File: config.mk
export PLATFORM = sky130hd
export DESIGN_NAME = cts_gain_comp
export DESIGN_NICKNAME = d
export VERILOG_FILES = /design/src/rtl/core/cts_pkg.sv /design/src/rtl/core/cts_gain_comp.sv
export SDC_FILE = /design/constraint.sdc
export NUM_CORES = 1
export LEC_CHECK = 0
export BUFFER_PORTS_ARGS = -buffer_cell sky130_fd_sc_hd__buf_4
export CAP_MARGIN = 10
export CORE_UTILIZATION = 35
export CTS_CLUSTER_SIZE = 16
export DETAILED_ROUTE_END_ITERATION = 6
export GPL_TIMING_DRIVEN = 0
export PLACE_DENSITY = 0.51
export SLEW_MARGIN = 25
export SYNTH_ARGS = -nofsm -noshare
export SYNTH_HDL_FRONTEND = slang
export SYNTH_SLANG_ARGS = --single-unit
File: constraint.sdc
create_clock -name clk_i -period 4.1 [get_ports clk_i]
set_input_delay 0.82 -clock clk_i [delete_from_list [all_inputs] [get_ports clk_i]]
set_output_delay 0.82 -clock clk_i [all_outputs]
set_load 0.005 [all_outputs]
File: src/rtl/core/cts_pkg.sv
`default_nettype none

package cts_pkg;

  localparam int COORD_BITS = 16;
  localparam int CORDIC_ITERATIONS = 16;
  localparam int TABLE_LEN = 24;
  localparam int FRAC_BITS = 8;

  // CORDIC datapath: coordinate plus fraction bits plus headroom for the gain.
  localparam int CW = COORD_BITS + FRAC_BITS + 4;
  // Magnitude after the sign clamp.
  localparam int MW = CW - 1;
  // Angle accumulator, 2^31 is pi.
  localparam int AW = 34;
  // Gain constant width (Q23).
  localparam int GW = 23;
  localparam int PW = MW + GW;

  localparam longint unsigned KINF_Q23 = 64'd5093997;
  localparam longint unsigned GAIN_EXTRA = (KINF_Q23 * 64'd2) / 64'd3;
  localparam longint unsigned GAIN_FULL = KINF_Q23 + (GAIN_EXTRA >> (2 * CORDIC_ITERATIONS));
  localparam logic [GW-1:0] GAIN = GW'(GAIN_FULL);
  localparam logic [PW:0] GAIN_HALF = (PW + 1)'(1) << (GW - 1);

  typedef logic signed [CW-1:0] cw_t;
  typedef logic signed [AW-1:0] aw_t;
  typedef logic [MW-1:0] mag_t;

  localparam aw_t HALF_TURN = AW'(64'h8000_0000);
  localparam aw_t QUARTER_TURN = AW'(64'h4000_0000);
  localparam aw_t ANGLE_HALF_LSB = AW'(64'h8000);

  localparam aw_t ATAN_TAB [TABLE_LEN] = '{
    34'sh20000000, 34'sh12E4051E, 34'sh09FB385B, 34'sh051111D4, 34'sh028B0D43,
    34'sh0145D7E1, 34'sh00A2F61E, 34'sh00517C55, 34'sh0028BE53, 34'sh00145F2F,
    34'sh000A2F98, 34'sh000517CC, 34'sh00028BE6, 34'sh000145F3, 34'sh0000A2FA,
    34'sh0000517D, 34'sh000028BE, 34'sh0000145F, 34'sh00000A30, 34'sh00000518,
    34'sh0000028C, 34'sh00000146, 34'sh000000A3, 34'sh00000051
  };

  // Sideband that travels with each point through the pipeline.
  typedef struct packed {
    logic signed [COORD_BITS-1:0] z;
    logic                         xy_zero;
    logic                         rxy_zero;
    logic [15:0]                  azimuth;
  } side_t;

  typedef struct packed {
    cw_t x;
    cw_t y;
    aw_t ang;
  } pre_t;

  // Quarter-turn rotation that brings the vector into the right half plane.
  function automatic pre_t pre_rotate(input cw_t x, input cw_t y);
    pre_t r;
    r.x = x;
    r.y = y;
    r.ang = '0;
    if (x < 0) begin
      if (y >= 0) begin
        r.x = y;
        r.y = -x;
        r.ang = QUARTER_TURN;
      end else begin
        r.x = -y;
        r.y = x;
        r.ang = -QUARTER_TURN;
      end
    end
    return r;
  endfunction

endpackage

`default_nettype wire

File: src/rtl/core/cts_gain_comp.sv
`default_nettype none

// CORDIC gain removal: registered product, rounding on the way out.
module cts_gain_comp import cts_pkg::*; (
  input  logic  clk_i,
  input  logic  rst_ni,
  input  logic  en_i,
  input  logic  valid_i,
  input  cw_t   x_i,
  input  aw_t   ang_i,
  input  side_t side_i,
  output logic  valid_o,
  output mag_t  mag_o,
  output aw_t   ang_o,
  output side_t side_o
);

  mag_t          mag;
  logic [PW-1:0] prod_q;
  logic [PW:0]   sum;
  logic          valid_q;
  aw_t           ang_q;
  side_t         side_q;

  // A negative residue counts as zero length.
  assign mag = x_i[CW-1] ? '0 : x_i[MW-1:0];

  always_ff @(posedge clk_i or negedge rst_ni) begin
    if (!rst_ni) begin
      valid_q <= 1'b0;
    end else if (en_i) begin
      valid_q <= valid_i;
    end
  end

  always_ff @(posedge clk_i) begin
    if (en_i) begin
      prod_q <= PW'(mag) * PW'(GAIN);
      ang_q  <= ang_i;
      side_q <= side_i;
    end
  end

  assign sum = {1'b0, prod_q} + GAIN_HALF;
  assign mag_o = sum[GW+MW-1:GW];
  assign valid_o = valid_q;
  assign ang_o = ang_q;
  assign side_o = side_q;

endmodule

`default_nettype wire

### Yosys cells after proc, flatten, opt, wreduce, memory -nomap -nowiden

Index checks and enable logic that the tools add are counted.

| cells by class | value |
|---|---|
| add/subtract/negate cells | 1 |
| multiply operators | 1 |
| mux-type cells | 1 |

Operators with widths:

| cell | count |
|---|---|
| 50-bit by 23-bit adder with 50-bit output (second input constant) | 1 |
| 27-bit by 23-bit multiplier with 50-bit output (second input constant) | 1 |
| 27-bit 2-to-1 mux | 1 |

| word-level totals | value |
|---|---|
| register bits after elaboration | 119 |
| output and inout port bits | 96 |
| logic and storage cells | 10 |
| input port bits | 100 |

### Logic depth before layout (Yosys ltp)

| logic depth | value |
|---|---|
| depth in word-level cells | 2 |
| gate-level depth with buffers | 27 |
| depth with buffers taken out | 25 |

### Least setup slack after synthesis

OpenSTA, ideal clock, no wires.

| path | value |
|---|---|
| path type | input to register |
| start | input x_i[27] |
| end | register prod_q[47] (data pin) |
| stages on the path | 24 |
| arrival | 7162 ps |
| library setup time | 258 ps |
| path slack | -3320 ps |
| data required time | 3842 ps |
| path buffers | 4 |
| cells stage by stage | clkbuf_1 -> clkbuf_1 -> clkbuf_1 -> nand2b_1 -> fa_1 -> fa_1 -> fa_1 -> inv_1 -> fa_1 -> fa_1 -> fa_1 -> inv_1 -> fa_1 -> inv_1 -> ha_1 -> clkbuf_1 -> and4_1 -> nand2_1 -> nor2_1 -> nand4_1 -> o21a_1 -> o31ai_2 -> a21oi_1 -> xnor2_1 |

| on the way | value |
|---|---|
| cells in the longest elaborated chain, start to end | 2 |

Ends and longest elaborated chain:

| item | RTL line | RTL |
|---|---|---|
| start: declaration | cts_gain_comp.sv:9 | `input cw_t x_i,` |
| 27-bit 2-to-1 mux | cts_gain_comp.sv:26 | `assign mag = x_i[CW-1] ? '0 : x_i[MW-1:0];` |
| 27-bit by 23-bit multiplier with 50-bit output | cts_gain_comp.sv:38 | `prod_q <= PW'(mag) * PW'(GAIN);` |
| end signal: assignment | cts_gain_comp.sv:38 |  |
| end: declaration | cts_gain_comp.sv:19 | `logic [PW-1:0] prod_q;` |

Every way passes these cells.
A chain may end at the register's enable or synchronous reset.

### Final worst setup path

| path | value |
|---|---|
| start | input x_i[27] |
| end | register prod_q[43] (data pin) |

The elaborated chain is that of the path after synthesis.

==> metrics <==
Pins Over Slew Limit 0; antenna diode count 0; Detail Route Antenna Nets 0; xor/xnor cell area share of the yosys netlist 0.0645; gr usage total 0.188; routability congestion estimate from global placement 0.937; DP HPWL 34.5 mm; Total Wirelength 40.6 mm; Synth Instances 1425; kind of critical path input port to flip-flop; placed cell area 17400 µm²; Area Overhead vs Synth 27.5%; I/O Pins 196; number of setup violations in the final report 28; Synth Area in Adders 0.501; via-per-instance ratio between 4 and 5; Seq/Total Area, Yosys 0.193; DIE WIDTH 209 µm; most frequent cell after synthesis inv_1; skew final 0 ns; worst stage delay on the critical path between 0.5 and 0.6 ns; Post-Synth Simple-Gate Area 0.0751; final net count roughly 2300; WL per Instance roughly 18 µm; die height 209 µm; Mean Syn Cell Area 10.6 µm²; RSZ-0062 raised after global routing yes; Final Hold Viols 0; Top delay family on crit path adder cells; top cells by area, synth fa_1, edfxtp_1, ha_1, inv_1, xnor2_1; worst r2r src valid_o; clock tree from TritonCTS done; Critical Path RT 4.18 ns; Min-Delay Path Class input port to asynchronous set/reset pin; Critical Path Source x_i[27]; Die Footprint between 40000 and 50000 µm²; Worst-path clk slew 0.07 ns; Final WS setup -2.56 ns; result of the run finished with violations; Mapped Area 15100 µm²; Fmax 0.150 GHz; critical-path cell list buf_12 -> clkbuf_16 -> clkbuf_16 -> clkbuf_16 -> clkbuf_16 -> a21o_1 -> fa_1 -> fa_1 -> inv_1 -> fa_2 -> fa_1 -> fa_1 -> inv_1 -> fa_1 -> inv_2 -> ha_4 -> nand2_4 -> or3_4 -> a211o_1 -> nand3_4 -> nand4_1 -> a21bo_4 -> o31ai_4 -> xor2_1; DR iter-0 viols 539; Synth Register Bits 97; Initial Util 0.357; fillcell total roughly 4000; WP buf/inv 8; Async S/R FF share, synth 0.0103; # rows 75; final cell count without fillers 2249; Setup crit end kind flip-flop; post-synthesis cell type count 53; Initial DRT Pass Iterations 5; core area 42200 µm²; multi-input logic area 11500 µm²; vias in the first global route 11100; # hold bufs at CTS 0; sequential cell area 2910 µm²; initial antenna violation count 0; H-tree levels 3; Synthesis Warnings 0; Vias between 10000 and 15000; share of cells above drive strength 1 0.275; post-route cell area slightly below 20000 µm²; clk sink count 97; Post-synth EDFFs 96; DP Cell Count 2153; Place WS -3.81 ns; biggest area consumer among synthesized cells fa_1; crit path time final between 6 and 7 ns; Synth top area share 0.332; complex-gate fraction of the synthesized area 0.0680; Total Neg Setup Slack -65.74 ns; syn_nets 1978; clk buf depth 2; element type at the critical path start input port; largest net degree at the start of global routing 98; failing checks negative setup slack; DRC viols 0; Tcrit/Tclk final 1.62; GRT overflow 0; Worst Path Max Fanout 7; cts bufs inserted 9; first-pass GRT wire length ~62 mm; CP max-delay cell fa_2; crit path DAT 6.74 ns; worst skew pair latency between 0.3 and 0.4 ns; max cap viols 0; top post-synthesis cells by count inv_1, fa_1, ha_1; Max-slew headroom 0.399; Root Buffer Master clkbuf_16; portion of netlist area occupied by mux cells 0.000747; main combinational cell family by area after synthesis adder cells; Most common cell on crit path fa_1; Port Buf Inserts roughly 190; Worst-Margin Slew about 0.9 ns; top_reg_cell synth edfxtp_1
==> metrics by stage <==
step / hold WS (ns) / util
final: 0.237 / 0.455
after global routing: 0.214 / 0.455
after CTS: 0.218 / 0.439
after global placement: 0.494 / 0.412
after floorplan: 0.505 / -
after detailed placement: 0.502 / 0.412
==> state kept, by name, indices dropped and copies added, names as in the netlist <==
signal	count
valid_o	1
side_o	34
prod_q	28
ang_o	34
==> per-layer routing <==
metal | global-route usage | vias up | routed length (µm) | share of wire
li1 | - | 5061 | - | -
met2 | 0.321 | 164 | 20500 | 0.51
met5 | 0 | - | 0 | 0
met3 | 0.0233 | 33 | 1390 | 0.034
met4 | 0.0282 | 0 | 567 | 0.014
met1 | 0.260 | 5435 | 18100 | 0.45
==> placed cells by master, fill, tap and decap left out, types with 4 or more instances in the layout <==
cell | netlist | layout
nand2_2 | 2 | 5
clkbuf_4 | 0 | 5
nand2b_1 | 26 | 14
buf_4 | 0 | 258
o21ai_2 | 1 | 4
ha_2 | 0 | 5
nand4_1 | 14 | 14
fa_1 | 250 | 241
clkbuf_16 | 0 | 15
nand2_1 | 45 | 39
clkbuf_1 | 32 | 4
ha_1 | 203 | 181
or2_2 | 6 | 6
and2_4 | 0 | 6
and3_1 | 10 | 10
o21ai_1 | 0 | 7
clkbuf_2 | 0 | 10
nor2b_1 | 23 | 20
a21oi_2 | 0 | 13
xnor2_1 | 75 | 75
xor2_1 | 36 | 35
edfxtp_1 | 96 | 96
buf_6 | 0 | 16
nand2b_4 | 0 | 9
nor2_1 | 45 | 29
inv_1 | 354 | 337
o21ai_0 | 26 | 14
clkinvlp_4 | 0 | 7
nor2_4 | 0 | 13
a21oi_1 | 48 | 33
fa_2 | 0 | 9
inv_2 | 0 | 10
ha_4 | 0 | 17
a21o_1 | 40 | 39
a211oi_2 | 0 | 4
and2_1 | 17 | 8
nand3_1 | 15 | 14
==> area by class of cell <==
class | count | area share
inverter | 354 | 0.0704
clock inverter | 6 | 0.00469
clock buffer | 10 | 0.0119
sequential | 97 | 0.151
tap | 539 | 0.0351
multi-input combinational | 938 | 0.599
timing repair buffer | 272 | 0.110
buffer | 33 | 0.0174
==> path summary, 6_finish.rpt <==
check	to	slack [ns]	cells past startpoint
worst max-delay path	prod_q[43]	-2.56	24
worst min-delay path	valid_o	0.24	1
worst max register to register	valid_o	3.35	1
worst min register to register	valid_o	0.53	1
max in group asynchronous	valid_o	3.78	1
min in group clk_i	valid_o	0.53	1
==> cell families after synthesis <==
family | Yosys count
muxes | 1
AOI/OAI and AO/OA | 155
and+or+nand+nor | 217
buffers and inverters | 390
adders and majority gates | 454
xor gates and xnor gates | 111
DFF | 97
==> repair_timing <==
action | CTS | global route
pin swaps | 41 | 50
setup endpoints to repair | 28 | 28
resized for setup | 132 | 102
buffers inserted | 38 | 44
cloned | 2 | 0
Power is not shown: default switching activity piles up to over one toggle a cycle in this logic, so the estimate is an artifact.
