$ cat src/rtl/core/cts_pkg.sv
`default_nettype none

package cts_pkg;

  localparam int COORD_BITS = 16;
  localparam int CORDIC_ITERATIONS = 16;
  localparam int TABLE_LEN = 24;
  localparam int FRAC_BITS = 8;

  // CORDIC datapath: coordinate plus fraction bits plus headroom for the gain.
  localparam int CW = COORD_BITS + FRAC_BITS + 4;
  // Magnitude after the sign clamp.
  localparam int MW = CW - 1;
  // Angle accumulator, 2^31 is pi.
  localparam int AW = 34;
  // Gain constant width (Q23).
  localparam int GW = 23;
  localparam int PW = MW + GW;

  localparam longint unsigned KINF_Q23 = 64'd5093997;
  localparam longint unsigned GAIN_EXTRA = (KINF_Q23 * 64'd2) / 64'd3;
  localparam longint unsigned GAIN_FULL = KINF_Q23 + (GAIN_EXTRA >> (2 * CORDIC_ITERATIONS));
  localparam logic [GW-1:0] GAIN = GW'(GAIN_FULL);
  localparam logic [PW:0] GAIN_HALF = (PW + 1)'(1) << (GW - 1);

  typedef logic signed [CW-1:0] cw_t;
  typedef logic signed [AW-1:0] aw_t;
  typedef logic [MW-1:0] mag_t;

  localparam aw_t HALF_TURN = AW'(64'h8000_0000);
  localparam aw_t QUARTER_TURN = AW'(64'h4000_0000);
  localparam aw_t ANGLE_HALF_LSB = AW'(64'h8000);

  localparam aw_t ATAN_TAB [TABLE_LEN] = '{
    34'sh20000000, 34'sh12E4051E, 34'sh09FB385B, 34'sh051111D4, 34'sh028B0D43,
    34'sh0145D7E1, 34'sh00A2F61E, 34'sh00517C55, 34'sh0028BE53, 34'sh00145F2F,
    34'sh000A2F98, 34'sh000517CC, 34'sh00028BE6, 34'sh000145F3, 34'sh0000A2FA,
    34'sh0000517D, 34'sh000028BE, 34'sh0000145F, 34'sh00000A30, 34'sh00000518,
    34'sh0000028C, 34'sh00000146, 34'sh000000A3, 34'sh00000051
  };

  // Sideband that travels with each point through the pipeline.
  typedef struct packed {
    logic signed [COORD_BITS-1:0] z;
    logic                         xy_zero;
    logic                         rxy_zero;
    logic [15:0]                  azimuth;
  } side_t;

  typedef struct packed {
    cw_t x;
    cw_t y;
    aw_t ang;
  } pre_t;

  // Quarter-turn rotation that brings the vector into the right half plane.
  function automatic pre_t pre_rotate(input cw_t x, input cw_t y);
    pre_t r;
    r.x = x;
    r.y = y;
    r.ang = '0;
    if (x < 0) begin
      if (y >= 0) begin
        r.x = y;
        r.y = -x;
        r.ang = QUARTER_TURN;
      end else begin
        r.x = -y;
        r.y = x;
        r.ang = -QUARTER_TURN;
      end
    end
    return r;
  endfunction

endpackage

`default_nettype wire

$ cat src/rtl/core/cts_vector_pass.sv
`default_nettype none

// One CORDIC vectoring pass, one registered micro-rotation per stage.
module cts_vector_pass import cts_pkg::*; (
  input  logic  clk_i,
  input  logic  rst_ni,
  input  logic  en_i,
  input  logic  valid_i,
  input  cw_t   x_i,
  input  cw_t   y_i,
  input  aw_t   ang_i,
  input  side_t side_i,
  output logic  valid_o,
  output cw_t   x_o,
  output aw_t   ang_o,
  output side_t side_o
);

  logic  v_q [CORDIC_ITERATIONS];
  cw_t   x_q [CORDIC_ITERATIONS];
  cw_t   y_q [CORDIC_ITERATIONS-1];
  aw_t   a_q [CORDIC_ITERATIONS];
  side_t s_q [CORDIC_ITERATIONS];

  for (genvar i = 0; i < CORDIC_ITERATIONS; i++) begin : g_stage
    logic  vin;
    cw_t   xin;
    cw_t   yin;
    aw_t   ain;
    side_t sin;
    cw_t   x_d;
    cw_t   y_d;
    aw_t   a_d;

    if (i == 0) begin : g_first
      assign vin = valid_i;
      assign xin = x_i;
      assign yin = y_i;
      assign ain = ang_i;
      assign sin = side_i;
    end else begin : g_rest
      assign vin = v_q[i-1];
      assign xin = x_q[i-1];
      assign yin = y_q[i-1];
      assign ain = a_q[i-1];
      assign sin = s_q[i-1];
    end

    // Rotate toward the x axis; the sign of y picks the direction.
    always_comb begin
      if (!yin[CW-1]) begin
        x_d = xin + (yin >>> i);
        y_d = yin - (xin >>> i);
        a_d = ain + ATAN_TAB[i];
      end else begin
        x_d = xin - (yin >>> i);
        y_d = yin + (xin >>> i);
        a_d = ain - ATAN_TAB[i];
      end
    end

    always_ff @(posedge clk_i or negedge rst_ni) begin
      if (!rst_ni) begin
        v_q[i] <= 1'b0;
      end else if (en_i) begin
        v_q[i] <= vin;
      end
    end

    always_ff @(posedge clk_i) begin
      if (en_i) begin
        x_q[i] <= x_d;
        a_q[i] <= a_d;
        s_q[i] <= sin;
      end
    end

    if (i < CORDIC_ITERATIONS - 1) begin : g_keep_y
      always_ff @(posedge clk_i) begin
        if (en_i) begin
          y_q[i] <= y_d;
        end
      end
    end
  end

  assign valid_o = v_q[CORDIC_ITERATIONS-1];
  assign x_o = x_q[CORDIC_ITERATIONS-1];
  assign ang_o = a_q[CORDIC_ITERATIONS-1];
  assign side_o = s_q[CORDIC_ITERATIONS-1];

endmodule

`default_nettype wire

$ cat config.mk
export PLATFORM = sky130hd
export DESIGN_NAME = cts_vector_pass
export DESIGN_NICKNAME = d
export VERILOG_FILES = /design/src/rtl/core/cts_pkg.sv /design/src/rtl/core/cts_vector_pass.sv
export SDC_FILE = /design/constraint.sdc
export NUM_CORES = 2
export LEC_CHECK = 0
export BUFFER_PORTS_ARGS = -buffer_cell sky130_fd_sc_hd__buf_4
export CAP_MARGIN = 20
export CORE_AREA = 8 8 546 548
export DETAILED_ROUTE_END_ITERATION = 10
export DIE_AREA = 0 0 554 556
export MAX_ROUTING_LAYER = met4
export SLEW_MARGIN = 20
export SYNTH_ARGS = -nofsm -noshare
export SYNTH_HDL_FRONTEND = slang
export SYNTH_SLANG_ARGS = --single-unit
$ cat constraint.sdc
create_clock -name clk_i -period 6.1 [get_ports clk_i]
set_input_delay 0.305 -clock clk_i [delete_from_list [all_inputs] [get_ports clk_i]]
set_output_delay 0.305 -clock clk_i [all_outputs]
set_load 0.005 [all_outputs]
* Word-level counts from Yosys, hierarchy flattened
Memory sizes are Yosys's and may differ from the RTL's. Cells that the tools add are included.
Cells by class: muxes and demuxes 49, add/sub/neg operators 93
Operators by type and width (number):
- 28-bit two-way mux | 31
- 34-bit two-way mux | 16
- 28-bit by 14-bit adder with 28-bit output | 2
- 28-bit by 15-bit adder with 28-bit output | 2
- 28-bit by 16-bit adder with 28-bit output | 2
- 28-bit by 17-bit adder with 28-bit output | 2
- 28-bit by 18-bit adder with 28-bit output | 2
- 28-bit by 19-bit adder with 28-bit output | 2
- 28-bit by 20-bit adder with 28-bit output | 2
- 28-bit by 21-bit adder with 28-bit output | 2
- 28-bit by 22-bit adder with 28-bit output | 2
- 28-bit by 23-bit adder with 28-bit output | 2
- 28-bit by 24-bit adder with 28-bit output | 2
- 28-bit by 25-bit adder with 28-bit output | 2
- 28-bit by 26-bit adder with 28-bit output | 2
- 28-bit by 27-bit adder with 28-bit output | 2
- 28-bit by 14-bit subtractor with 28-bit output | 2
- 28-bit by 15-bit subtractor with 28-bit output | 2
- 28-bit by 16-bit subtractor with 28-bit output | 2
- 28-bit by 17-bit subtractor with 28-bit output | 2
- 28-bit by 18-bit subtractor with 28-bit output | 2
- 28-bit by 19-bit subtractor with 28-bit output | 2
- 28-bit by 20-bit subtractor with 28-bit output | 2
- 28-bit by 21-bit subtractor with 28-bit output | 2
- 43 further kinds | 51
Storage, ports and cells: input bits 128, word-level logic and storage cells 162, memory bits (writable) 1956, memories kept 4, register bits after elaboration 16
Memory list:
- a_q | words 16, width 34, rd ports 16, clocked after memory_dff 0, wr ports 16, RTL line cts_vector_pass.sv:22 | aw_t a_q [CORDIC_ITERATIONS];
- s_q | words 16, width 34, rd ports 16, clocked after memory_dff 0, wr ports 16, RTL line cts_vector_pass.sv:23 | side_t s_q [CORDIC_ITERATIONS];
- x_q | words 16, width 28, rd ports 16, clocked after memory_dff 0, wr ports 16, RTL line cts_vector_pass.sv:20 | cw_t x_q [CORDIC_ITERATIONS];
- y_q | words 15, width 28, rd ports 15, clocked after memory_dff 0, wr ports 15, RTL line cts_vector_pass.sv:21 | cw_t y_q [CORDIC_ITERATIONS-1];

* Longest topological paths before layout
depth in word-level cells 2, depth in mapped cells 20, depth with buffers taken out 20

* Worst setup path after synthesis
Ideal clock, no wire load.
path kind reg-to-reg, start memory y_q[0][139] (netlist name), end memory y_q[0][166] (netlist name) (data pin), slack 1.573 ns, cell stages (with the launch flop) 16, data required time 5.842 ns, library setup time 0.258 ns, data arrival time 4.269 ns, cell sequence edfxtp_1 clkbuf_1 clkbuf_1 mux2_2 fa_1 a211o_1 a21oi_2 o211ai_2 a2111oi_2 o21ai_1 o22a_1 a41o_1 o41a_1 a21o_1 a21oi_2 xnor2_1
RTL lines (RTL line):
- start: declaration | cts_vector_pass.sv:21

==> results.json <==
{
  "max_freq_mhz": 201,
  "async_flop_share_pct": 0.818,
  "worst-endpoint-required_ps": 6710,
  "coreArea_mm2": 0.289,
  "firstDrtPassIters": 6,
  "critPathTopFamily": "compound AO/OA/AOI/OAI gates",
  "start_kind": "flip-flop",
  "drive_above_1_share_pct": 5.96,
  "cp_slowest_stage_delay_ps": 570,
  "grt_pass1_wl_um": 515000,
  "cts-root-buf": "clkbuf_16",
  "synth-main-ff-cell": "edfxtp_1",
  "yosys_warnings": 0,
  "yosys-top-cells-area": "edfxtp_1, ha_1, xnor2_1, a21oi_1, xor2_1",
  "totalWireLength_um": 320000,
  "die_area_mm2": 0.308,
  "initial_core_util_pct": 46.8,
  "io_buffers": 224,
  "rsz0062_at_grt": "no",
  "first_iter_violations": 6210,
  "path_max_fanout": 4,
  "cts_sinks": 1956,
  "cp_cell_sequence": "nor2_1, nand3_1, nor4_1, nor2_1, xor2_1, ha_1, a21o_1, a21oi_2, a21boi_1, a2111oi_2, o21ai_1, o22a_1, a41o_1, o41a_1, a21o_1, a21oi_2, xnor2_1",
  "syn_inst": 13040,
  "die_w_um": 554,
  "grt_overflow": 0,
  "tns_ps": 0,
  "ant_nets": 0,
  "synth_edf_count": 1940,
  "clk_path_buf_depth": 4,
  "grt_max_degree": 166,
  "routed_via_density": 5.63,
  "dpl.cell_count": 16941,
  "vias": 98319,
  "synth_top_area_cell": "edfxtp_1",
  "antenna_found_initial": 3,
  "ys_ff_latch": 1956,
  "std_cell_rows": 198,
  "final_common_cell": "edfxtp_1",
  "place_hpwl_um": 250000,
  "synth_top_area_share_pct": 43.0,
  "slew_viol_final": 0,
  "grt_pass1_vias": 98360,
  "min_path_type": "input pin to flip-flop",
  "post-route-min-period_ps": 4980,
  "avgSynthCellArea_um2": 10.4,
  "syn2layout_area_growth_pct": 11.0,
  "critPathBufInv": 0,
  "clkTransAtPathRegs_ps": 60,
  "drc_errors": 0,
  "hold_viol": 0,
  "dieHeight_um": 556,
  "fin_crit_sh_pct": 81.6,
  "finalClockSkew_ps": 81.6,
  "nets": 15078,
  "syn-num-nets": 14634,
  "gr-usage-all-layers_pct": 20.6,
  "endpoint_kind": "flip-flop",
  "worstSkewPairLatency_ps": 910,
  "stdcell_count": 17467,
  "cts_tree": "built",
  "route.detailed.wl_per_inst_um": 18.3,
  "worst-slew-pin-transition_ps": 1090,
  "postCtsSetupRepairBufs": 0,
  "seq_area_frac_synth_pct": 43.3,
  "status": "complete, no violations",
  "h-tree-depth": 4,
  "nFillCells": 25337,
  "slew_headroom_pct": 27.2,
  "io_pins": 225,
  "worst-setup-path-type": "flip-flop to flip-flop",
  "gp_congestion": 0.945,
  "setup_viol": 0,
  "cts_buffers": 225,
  "netlist_area_mm2": 0.135,
  "drv_cap": 0,
  "arrival_ps": 5590,
  "worst_path_max_delay_cell": "a2111oi_2",
  "synth_cell_type_count": 99,
  "final_cell_mix": "edfxtp_1, ha_1, a21oi_1"
}
## registers in the layout, indices dropped and copies added (netlist names)
| name | cells |
|---|---|
| a_q | 544 |
| g_stage.vin | 15 |
| s_q | 544 |
| valid_o | 1 |
| x_q | 447 |
| y_q | 405 |
## synthesized netlist by cell type (46+ instances only)
cell and n:
ha_1 1419, and2_1 75, a21oi_1 1257, nand3_1 229, or3_1 71, xnor2_1 1098, o21a_1 178, edfxtp_1 1940
nor4_1 93, o21bai_1 188, or2_2 47, o31ai_1 55, clkbuf_1 149, a21o_1 533, a211oi_1 118, nand4_1 76
nor2b_1 224, nor3_1 343, a21boi_0 47, nand2_1 632, and3_1 121, o21ai_0 590, o211ai_1 53, xor2_1 556
mux2_2 46, nor2_1 1225, inv_1 566, fa_1 47, nand2b_1 189, a31oi_1 143
## worst reg2reg max path, delay by kind of cell (launching register included)
| kind | cells | cell delay [ps] |
|---|---|---|
| AND/OR/NAND/NOR | 4 | 970 |
| AO/OA/AOI/OAI | 10 | 2550 |
| flip-flops | 1 | 450 |
| XOR/XNOR | 2 | 390 |
| adder cells (fa/ha/maj) | 1 | 350 |
## stage by stage
step,cell area [µm²],setup WS (ps),hold slack [ps],utilization [%]
floorplan,135000,1570,9.41,-
global placement,142000,1180,164,49.0
detailed placement,142000,1150,173,49.0
CTS,150000,1130,0.0289,52.0
global route,150000,671,18.2,52.0
finish,150000,1120,88.3,52.0
## metal layers
layer | wire length [µm] | GRT usage [%] | up-vias
li1 | - | - | 49218
met1 | 138000 | 24.6 | 46408
met2 | 159000 | 36.7 | 2033
met3 | 11300 | 2.10 | 660
met4 | 11800 | 6.89 | 0
met5 | 0 | - | -
## path summary, 6_finish.rpt
path                                  startpoint                     endpoint  slack (ps)  cells after the start
hold / removal                        side_i[29]         s_q[0][29]$_DFFE_PP_          90                      2
setup / recovery           x_q[0][119]$_DFFE_PP_        y_q[0][166]$_DFFE_PP_        1120                     17
hold reg to reg            s_q[1][123]$_DFFE_PP_        s_q[1][157]$_DFFE_PP_         370                      0
setup reg to reg           x_q[0][119]$_DFFE_PP_        y_q[0][166]$_DFFE_PP_        1120                     17
min in group asynchronous                 rst_ni          valid_o$_DFFE_PN0P_         510                      3
max in group asynchronous                 rst_ni  g_stage[11].vin$_DFFE_PN0P_        5150                      3
## cell type report
class	count	area [µm²]	area share, %
Clock buffer	268	5830	3.88
Tap cell	3800	4750	3.16
Inverter	572	2150	1.43
Timing Repair Buffer	437	3730	2.48
Antenna cell	2	5.00	0.00333
Multi-Input combinational cell	10292	73700	49.0
Clock inverter	140	1530	1.02
Sequential cell	1956	58700	39.0
## cell families (layout without fill, tap and decap cells)
logic type	after synthesis	in the layout	synth area share [%]
AO/OA/AOI/OAI	3594	3594	16.8
AND/OR/NAND/NOR	3493	3493	12.4
flip-flops	1956	1956	43.3
XOR/XNOR	1654	1654	10.7
adder cells (fa/ha/maj)	1466	1466	13.8
buffers and inverters	792	1417	2.30
multiplexers	85	85	0.670
other	0	2	0
## timing repair
item | in CTS | in global routing
hold buffers | 116 | 0
endpoints found under the hold margin | 173 | 0
gates resized for setup | 0 | 0
Power is not shown: default switching activity piles up to over one toggle a cycle in this logic, so the estimate is an artifact.
